==> src/hdl/hmtg_pkg.sv <==
package hmtg_pkg;

  // Line store and counter sizing.
  localparam int unsigned MaxWidth  = 1024;
  localparam int unsigned MaxHeight = 1024;
  localparam int unsigned ColW      = $clog2(MaxWidth);
  localparam int unsigned RowW      = $clog2(MaxHeight);

  // Field widths.
  localparam int unsigned SizeW   = 11;
  localparam int unsigned RecipW  = 16;
  localparam int unsigned SampleW = 8;
  localparam int unsigned CoordW  = 12;
  localparam int unsigned HeightW = 24;
  localparam int unsigned VtxW    = 23;

  // Vertices per grid cell.
  localparam int unsigned VtxPerCell = 6;

  // Register indexes on the configuration port.
  localparam logic [1:0] RegImageWidth  = 2'd0;
  localparam logic [1:0] RegImageHeight = 2'd1;
  localparam logic [1:0] RegHeightRecip = 2'd2;

  localparam logic [SizeW-1:0]  ResetImageWidth  = 11'd1024;
  localparam logic [SizeW-1:0]  ResetImageHeight = 11'd1024;
  localparam logic [RecipW-1:0] ResetHeightRecip = 16'd13107;

  // Vertex order within a cell.
  typedef enum logic [2:0] {
    VtxTopLeft   = 3'd0,
    VtxTopRight0 = 3'd1,
    VtxBotLeft0  = 3'd2,
    VtxBotLeft1  = 3'd3,
    VtxTopRight1 = 3'd4,
    VtxBotRight  = 3'd5
  } vtx_step_e;

  // One closed grid cell, handed from the line store stage to the emitter.
  typedef struct packed {
    logic [SampleW-1:0]       tl;
    logic [SampleW-1:0]       tr;
    logic [SampleW-1:0]       bl;
    logic [SampleW-1:0]       br;
    logic signed [CoordW-1:0] x0;
    logic signed [CoordW-1:0] x1;
    logic signed [CoordW-1:0] z0;
    logic signed [CoordW-1:0] z1;
    logic [VtxW-1:0]          base;
  } cell_t;

  // Saturate a programmed size to the range 2..maxv.
  function automatic logic [SizeW-1:0] clamp_size(input logic [SizeW-1:0] v,
                                                  input logic [SizeW-1:0] maxv);
    logic [SizeW-1:0] r;
    if (v < SizeW'(2)) begin
      r = SizeW'(2);
    end else if (v > maxv) begin
      r = maxv;
    end else begin
      r = v;
    end
    return r;
  endfunction

endpackage

==> src/hdl/hmtg_vertex_emit.sv <==
module hmtg_vertex_emit (
  input  logic                                clk_i,
  input  logic                                rst_ni,
  input  logic                                cell_load_i,
  input  hmtg_pkg::cell_t                     cell_i,
  input  logic [hmtg_pkg::RecipW-1:0]         recip_i,
  output logic                                cell_free_o,
  output logic                                out_valid_o,
  input  logic                                out_ready_i,
  output logic signed [hmtg_pkg::CoordW-1:0]  pos_x_twice_o,
  output logic signed [hmtg_pkg::CoordW-1:0]  pos_z_twice_o,
  output logic [hmtg_pkg::HeightW-1:0]        height_value_o,
  output logic [hmtg_pkg::VtxW-1:0]           vertex_index_o,
  output logic                                last_of_cell_o
);

  logic                               cell_valid_q;
  hmtg_pkg::cell_t                    cell_q;
  hmtg_pkg::vtx_step_e                step_q;
  hmtg_pkg::vtx_step_e                step_next;
  logic                               emit_go;
  logic                               last_step;
  logic [hmtg_pkg::SampleW-1:0]       sel_sample;
  logic signed [hmtg_pkg::CoordW-1:0] sel_x;
  logic signed [hmtg_pkg::CoordW-1:0] sel_z;
  logic                               out_valid_q;

  // Corner selection for the vertex at hand.
  always_comb begin
    sel_sample = cell_q.tl;
    sel_x      = cell_q.x0;
    sel_z      = cell_q.z0;
    step_next  = hmtg_pkg::VtxTopLeft;
    case (step_q)
      hmtg_pkg::VtxTopLeft: begin
        sel_sample = cell_q.tl;
        sel_x      = cell_q.x0;
        sel_z      = cell_q.z0;
        step_next  = hmtg_pkg::VtxTopRight0;
      end
      hmtg_pkg::VtxTopRight0: begin
        sel_sample = cell_q.tr;
        sel_x      = cell_q.x1;
        sel_z      = cell_q.z0;
        step_next  = hmtg_pkg::VtxBotLeft0;
      end
      hmtg_pkg::VtxBotLeft0: begin
        sel_sample = cell_q.bl;
        sel_x      = cell_q.x0;
        sel_z      = cell_q.z1;
        step_next  = hmtg_pkg::VtxBotLeft1;
      end
      hmtg_pkg::VtxBotLeft1: begin
        sel_sample = cell_q.bl;
        sel_x      = cell_q.x0;
        sel_z      = cell_q.z1;
        step_next  = hmtg_pkg::VtxTopRight1;
      end
      hmtg_pkg::VtxTopRight1: begin
        sel_sample = cell_q.tr;
        sel_x      = cell_q.x1;
        sel_z      = cell_q.z0;
        step_next  = hmtg_pkg::VtxBotRight;
      end
      hmtg_pkg::VtxBotRight: begin
        sel_sample = cell_q.br;
        sel_x      = cell_q.x1;
        sel_z      = cell_q.z1;
        step_next  = hmtg_pkg::VtxTopLeft;
      end
      default: begin
        sel_sample = cell_q.tl;
        sel_x      = cell_q.x0;
        sel_z      = cell_q.z0;
        step_next  = hmtg_pkg::VtxTopLeft;
      end
    endcase
  end

  // A vertex moves into the output register whenever that register frees up.
  assign emit_go     = cell_valid_q && (!out_valid_q || out_ready_i);
  assign last_step   = (step_q == hmtg_pkg::VtxBotRight);
  assign cell_free_o = !cell_valid_q || (emit_go && last_step);

  // Cell holding register and vertex sequencer.
  always_ff @(posedge clk_i or negedge rst_ni) begin
    if (!rst_ni) begin
      cell_valid_q <= 1'b0;
      step_q       <= hmtg_pkg::VtxTopLeft;
    end else if (cell_load_i) begin
      cell_valid_q <= 1'b1;
      step_q       <= hmtg_pkg::VtxTopLeft;
    end else if (emit_go) begin
      if (last_step) begin
        cell_valid_q <= 1'b0;
      end
      step_q <= step_next;
    end
  end

  always_ff @(posedge clk_i) begin
    if (cell_load_i) begin
      cell_q <= cell_i;
    end
  end

  // Output register: one vertex beat at a time.
  always_ff @(posedge clk_i or negedge rst_ni) begin
    if (!rst_ni) begin
      out_valid_q <= 1'b0;
    end else if (emit_go) begin
      out_valid_q <= 1'b1;
    end else if (out_ready_i) begin
      out_valid_q <= 1'b0;
    end
  end

  always_ff @(posedge clk_i) begin
    if (emit_go) begin
      pos_x_twice_o  <= sel_x;
      pos_z_twice_o  <= sel_z;
      height_value_o <= hmtg_pkg::HeightW'(sel_sample) * hmtg_pkg::HeightW'(recip_i);
      vertex_index_o <= cell_q.base + hmtg_pkg::VtxW'(step_q);
      last_of_cell_o <= last_step;
    end
  end

  assign out_valid_o = out_valid_q;

endmodule
==> config.mk <==
export PLATFORM = sky130hd
export DESIGN_NAME = hmtg_vertex_emit
export DESIGN_NICKNAME = d
export VERILOG_FILES = /design/src/hdl/hmtg_pkg.sv /design/src/hdl/hmtg_vertex_emit.sv
export SDC_FILE = /design/constraint.sdc
export NUM_CORES = 1
export LEC_CHECK = 0
export BUFFER_PORTS_ARGS = -buffer_cell sky130_fd_sc_hd__buf_2
export CORE_MARGIN = 1
export CORE_UTILIZATION = 57
export DETAILED_ROUTE_END_ITERATION = 8
export PLACE_DENSITY = 0.83
export SYNTH_ARGS = -nofsm -noshare
export SYNTH_HDL_FRONTEND = slang
export SYNTH_SLANG_ARGS = --single-unit
==> constraint.sdc <==
create_clock -name clk_i -period 6.66 [get_ports clk_i]
set_input_delay 1.332 -clock clk_i [delete_from_list [all_inputs] [get_ports clk_i]]
set_output_delay 1.332 -clock clk_i [all_outputs]
set_load 0.03 [all_outputs]
---- Yosys cells after proc, flatten, opt, wreduce, memory -nomap -nowiden ----
Index checks and enable logic that the tools add are counted.
cells by class
  add/subtract/negate cells ............... 1
  $mul .................................... 1
  equality and inequality tests ........... 5
  muxes and demuxes ....................... 11
  reduce and logical (&&, ||, !) cells .... 15
operators with widths
  kind                                                 count
  multiplier 8 x 16 -> 24 bit                          1
  two-way mux 12 bit                                   2
  case mux 8 bit (3 select lines)                      1
  adder 23 x 3 -> 23 bit                               1
  case mux 3 bit (5 select lines)                      1
  equality test 3 x 2 -> 1 bit, second input constant  2
  equality test 3 bit, second input constant           2
  two-way mux 3 bit                                    2
  nonzero test 2 bit                                   3
  OR reduction 3 bit                                   2
  two-way mux 1 bit                                    5
  OR reduction 2 bit                                   2
  equality test 3 x 1 -> 1 bit, second input constant  1
  zero test 3 bit                                      1
  logical AND 1 bit                                    2
  zero test 1 bit                                      2
  logical OR 1 bit                                     2
  AND reduction 2 bit                                  1
storage, ports and cells
  register bits after elaboration ......... 180
  output and inout port bits .............. 74
  logic and storage cells ................. 50

---- Logic depth before layout (Yosys ltp) ----
  depth in word-level cells ............... 5
  mapped depth ............................ 22
  depth with buffers taken out ............ 19

---- Worst setup path after synthesis ----
OpenSTA, ideal clock, no wires.
  path type ............................... register to register
  start point ............................. register step_q[2]
  end point ............................... register height_value_o[19] (netlist name) (data pin)
  library setup time ...................... 0.256 ns
  arrival ................................. 5.116 ns
  data required time ...................... 6.404 ns
  slack ................................... 1.288 ns
  stages on the path, launching flop included .. 20
  clock period less this slack ............ 5.372 ns
  cells stage by stage .................... dfrtp_1 > buf_4 > xor2_2 > a22o_2 > o32ai_2 > a21oi_2 > buf_6 > and2_1 > fa_1 > fa_1 > fa_1 > inv_1 > fa_1 > inv_1 > ha_1 > a21o_1 > a31oi_1 > o21ai_0 > or4_1 > o211a_1
between the ends
  longest elaborated chain between the ends .. 4
RTL lines
  what                                               line                     RTL
  from (decl)                                        hmtg_vertex_emit.sv:19   hmtg_pkg::vtx_step_e step_q;
  from (signal assigned)                             hmtg_vertex_emit.sv:89   step_q <= hmtg_pkg::VtxTopLeft;
  from (signal assigned)                             hmtg_vertex_emit.sv:92   step_q <= hmtg_pkg::VtxTopLeft;
  from (signal assigned)                             hmtg_vertex_emit.sv:97   step_q <= step_next;
  equality test 3 bit, or another cell as far along  hmtg_vertex_emit.sv:34   case (step_q)
  OR reduction 2 bit (no source line)                n/a
  case mux 8 bit (3 select lines) *                  hmtg_vertex_emit.sv:34
  multiplier 8 x 16 -> 24 bit *                      hmtg_vertex_emit.sv:122  height_value_o <= hmtg_pkg::HeightW'(sel_sample) * hmtg_pkg::HeightW'(recip_i);
  to (signal assigned)                               hmtg_vertex_emit.sv:122
  to (decl)                                          hmtg_vertex_emit.sv:12   output logic [hmtg_pkg::HeightW-1:0] height_value_o,
Mark *: on every way between the ends. The rest lies on a longest branch, timed or not.
A chain may end at the register's enable or synchronous reset.

---- Final worst setup path ----
Same ends and word-level chain as after synthesis.

==> results.ini <==
[run_status]
outcome=completed

[grt]
grt_pass1_wl_mm=35.6
grt-ovfl-total=0
antenna_found_initial=3
grt_usage_pct=23.9
grt_max_degree=60
grt_pass1_vias=7229

[timing]
relSlewSlack_pct=21.2
min_period_over_period_pct=91.2
fin_crit_ns=6.07
worst_pin_slew_ns=1.17
holdWs_ns=0.548
maxSlewViolCount=0
fmax_mhz=165
finalHoldViolCount=0
finClkSkew_ns=0.0123
rsz0062_at_grt=no
setup_viol=0
setup_tns_ns=0

[cells_and_area]
fillers=1243
mostFrequentLayoutCells=195 x buf_2, 175 x edfxtp_1, 111 x and2_1
drive_gt1_share_pct=25.9
final_util_pct=69.1
ff_latch_area_um2=5380
layout_commonest_cell=buf_2
final_net_count=1294
area_growth_pct=17.2
multiInputGateArea_um2=4860

[cts]
cts_tree=done
post_cts_buffers=0
worstSkewPairLatency_ns=0.44
h-tree-depth=4
cts_sinks=180
cts_max_path_buffers=2
clkTransAtPathRegs_ns=0.08
holdBufCountCts=0
clock-root-buffer=clkbuf_16
cts_resized=0
numCtsBuffers=17

[synth]
yosysWarnings=0
synth_edf_count=175
syn_avg_cell_area_um2=12.8
syn_area_um2=10800
async_reset_ff_share_pct=2.78
synth_ff_type=edfxtp_1
yosysSeqAreaShare_pct=49.9
syn_inst=840
synth_cell_type_count=60
synth_nets=1095
synth-seq-cells=180

[setup_path]
start_kind=flop
cp_max_fo=16
arrival_ns=6.27
crit_path_start=step_q[2]$_DFFE_PN0P_
worstSetupEndpointType=flop
r2r_start=step_q[2]$_DFFE_PN0P_
crit_type=flop to flop
worstPathRequired_ns=6.86

[die]
core_um2=18300
rows=49
dieArea_um2=19500
start_util_pct=59.0
die_w_um=140
io_pins=197
die-height_um=140

[worst_hold_path]
hp-class=flop to flop
holdCritStartpoint=cell_q[44]$_DFFE_PP_

[placement]
place_congestion=0.849
io_buffers=196
dp_hpwl_mm=16.8

[flow_run]
cap_viol_max_count=0

[pwr]
power_density_nw_per_um2=488
total_power_mw=6.16
leakagePower_nw=5.55
peakVddDrop_uv=308

[routing]
first_iter_violations=491
via_count=6973
via_per_inst=5.43
first_pass_iters=6
routed_wl_mm=22.3
postRouteAntennaNets=0
drc=0
wl_per_cell_um=17.3

## worst paths after layout
check,endpoint,slack (ns),cells past startpoint
setup / recovery,height_value_o[19]$_DFFE_PP_,0.59,17
hold / removal,pos_z_twice_o[9]$_DFFE_PP_,0.55,1
setup reg to reg,height_value_o[19]$_DFFE_PP_,0.59,17
hold reg to reg,pos_z_twice_o[9]$_DFFE_PP_,0.55,1
max in group asynchronous,step_q[2]$_DFFE_PN0P_,5.82,1
min in group asynchronous,out_valid_o$_DFFE_PN0P_,0.70,1
## critical path, cell delays in order (launching register included)
cell,delay (ns)
dfrtp_1,0.53
and2_0,0.36
a22oi_1,0.11
o21ai_1,0.81
nand2_1,0.20
fa_1,0.53
fa_1,0.55
inv_1,0.06
fa_1,0.53
inv_1,0.05
fa_1,0.52
inv_1,0.04
ha_1,0.35
a21o_1,0.20
a21oi_2,0.19
a21oi_1,0.16
or4_1,0.53
o211a_1,0.12
## cells by family after synthesis
group                      after synthesis  share of synthesized area, %
and+or+nand+nor                        229                          11.7
muxes                                   25                          2.60
adders and majority gates              132                          21.2
DFF                                    180                          49.9
buffers and inverters                  134                          4.97
AOI/OAI and AO/OA                      104                          6.56
xor gates and xnor gates                36                          2.99
## synthesized netlist by cell type (all sizes together) (3+ instances only)
library cell	n	area, um^2
buf	14	83.8
nor2	22	82.6
a21boi	3	22.5
edfxtp	175	5260
xor2	11	104
nand3	10	50.1
a22oi	11	82.6
nor3	7	35.0
o211ai	4	30.0
inv	111	417
o21ai	21	113
fa	85	1700
mux2	24	270
and3	10	62.6
nand4	11	68.8
a211oi	5	37.5
xnor2	25	219
nand2b	5	31.3
and2	112	701
o22ai	4	25.0
a21oi	30	161
dfrtp	5	125
ha	47	588
nand2	40	150
nor2b	3	18.8
clkbuf	9	35.0
a21o	8	60.1
## sequential cells by signal (all words and copies together), names as in the netlist
signal	cells
step_q	3
out_valid_o	1
vertex_index_o	23
height_value_o	24
pos_x_twice_o	12
pos_z_twice_o	12
cell_q	103
cell_valid_q	1
last_of_cell_o	1
## per-layer routing
layer	part of all wire [%]	wire length [um]	vias up	GRT usage (%)
met5	0	0	-	0
met4	2.7	596	0	10.1
met3	5.8	1280	49	4.65
met2	52	11600	264	41.8
met1	39	8770	3378	29.0
li1	-	-	3282	-
## per-stage QoR
| step | setup slack, ns | cells | instance area (um^2) |
|---|---|---|---|
| 3_3_place_gp | 0.793 | 1249 | 12000 |
| 6_report | 0.588 | 1284 | 12600 |
| 3_5_place_dp | 0.610 | 1249 | 12000 |
| 4_1_cts | 0.600 | 1281 | 12600 |
| 2_1_floorplan | 1.29 | 840 | 10800 |
| 5_1_grt | 0.154 | 1284 | 12600 |
## power by group
part / leakage (nW) / internal, mW / total [mW] / switching (mW)
clock network: 0.308 / 0.578 / 1.05 / 0.474
registers: 1.77 / 1.56 / 1.60 / 0.0444
logic: 3.47 / 1.38 / 3.51 / 2.12
## area by class of cell
class                           count  area share (%)
Clock inverter                     15            1.69
Clock buffer                       17            3.37
Multi-Input combinational cell    526            38.5
Timing Repair Buffer              203            8.20
Antenna cell                        3          0.0594
Sequential cell                   180            42.6
Inverter                          111            3.30
Tap cell                          229            2.27
Power figures use the tool's default switching activity.
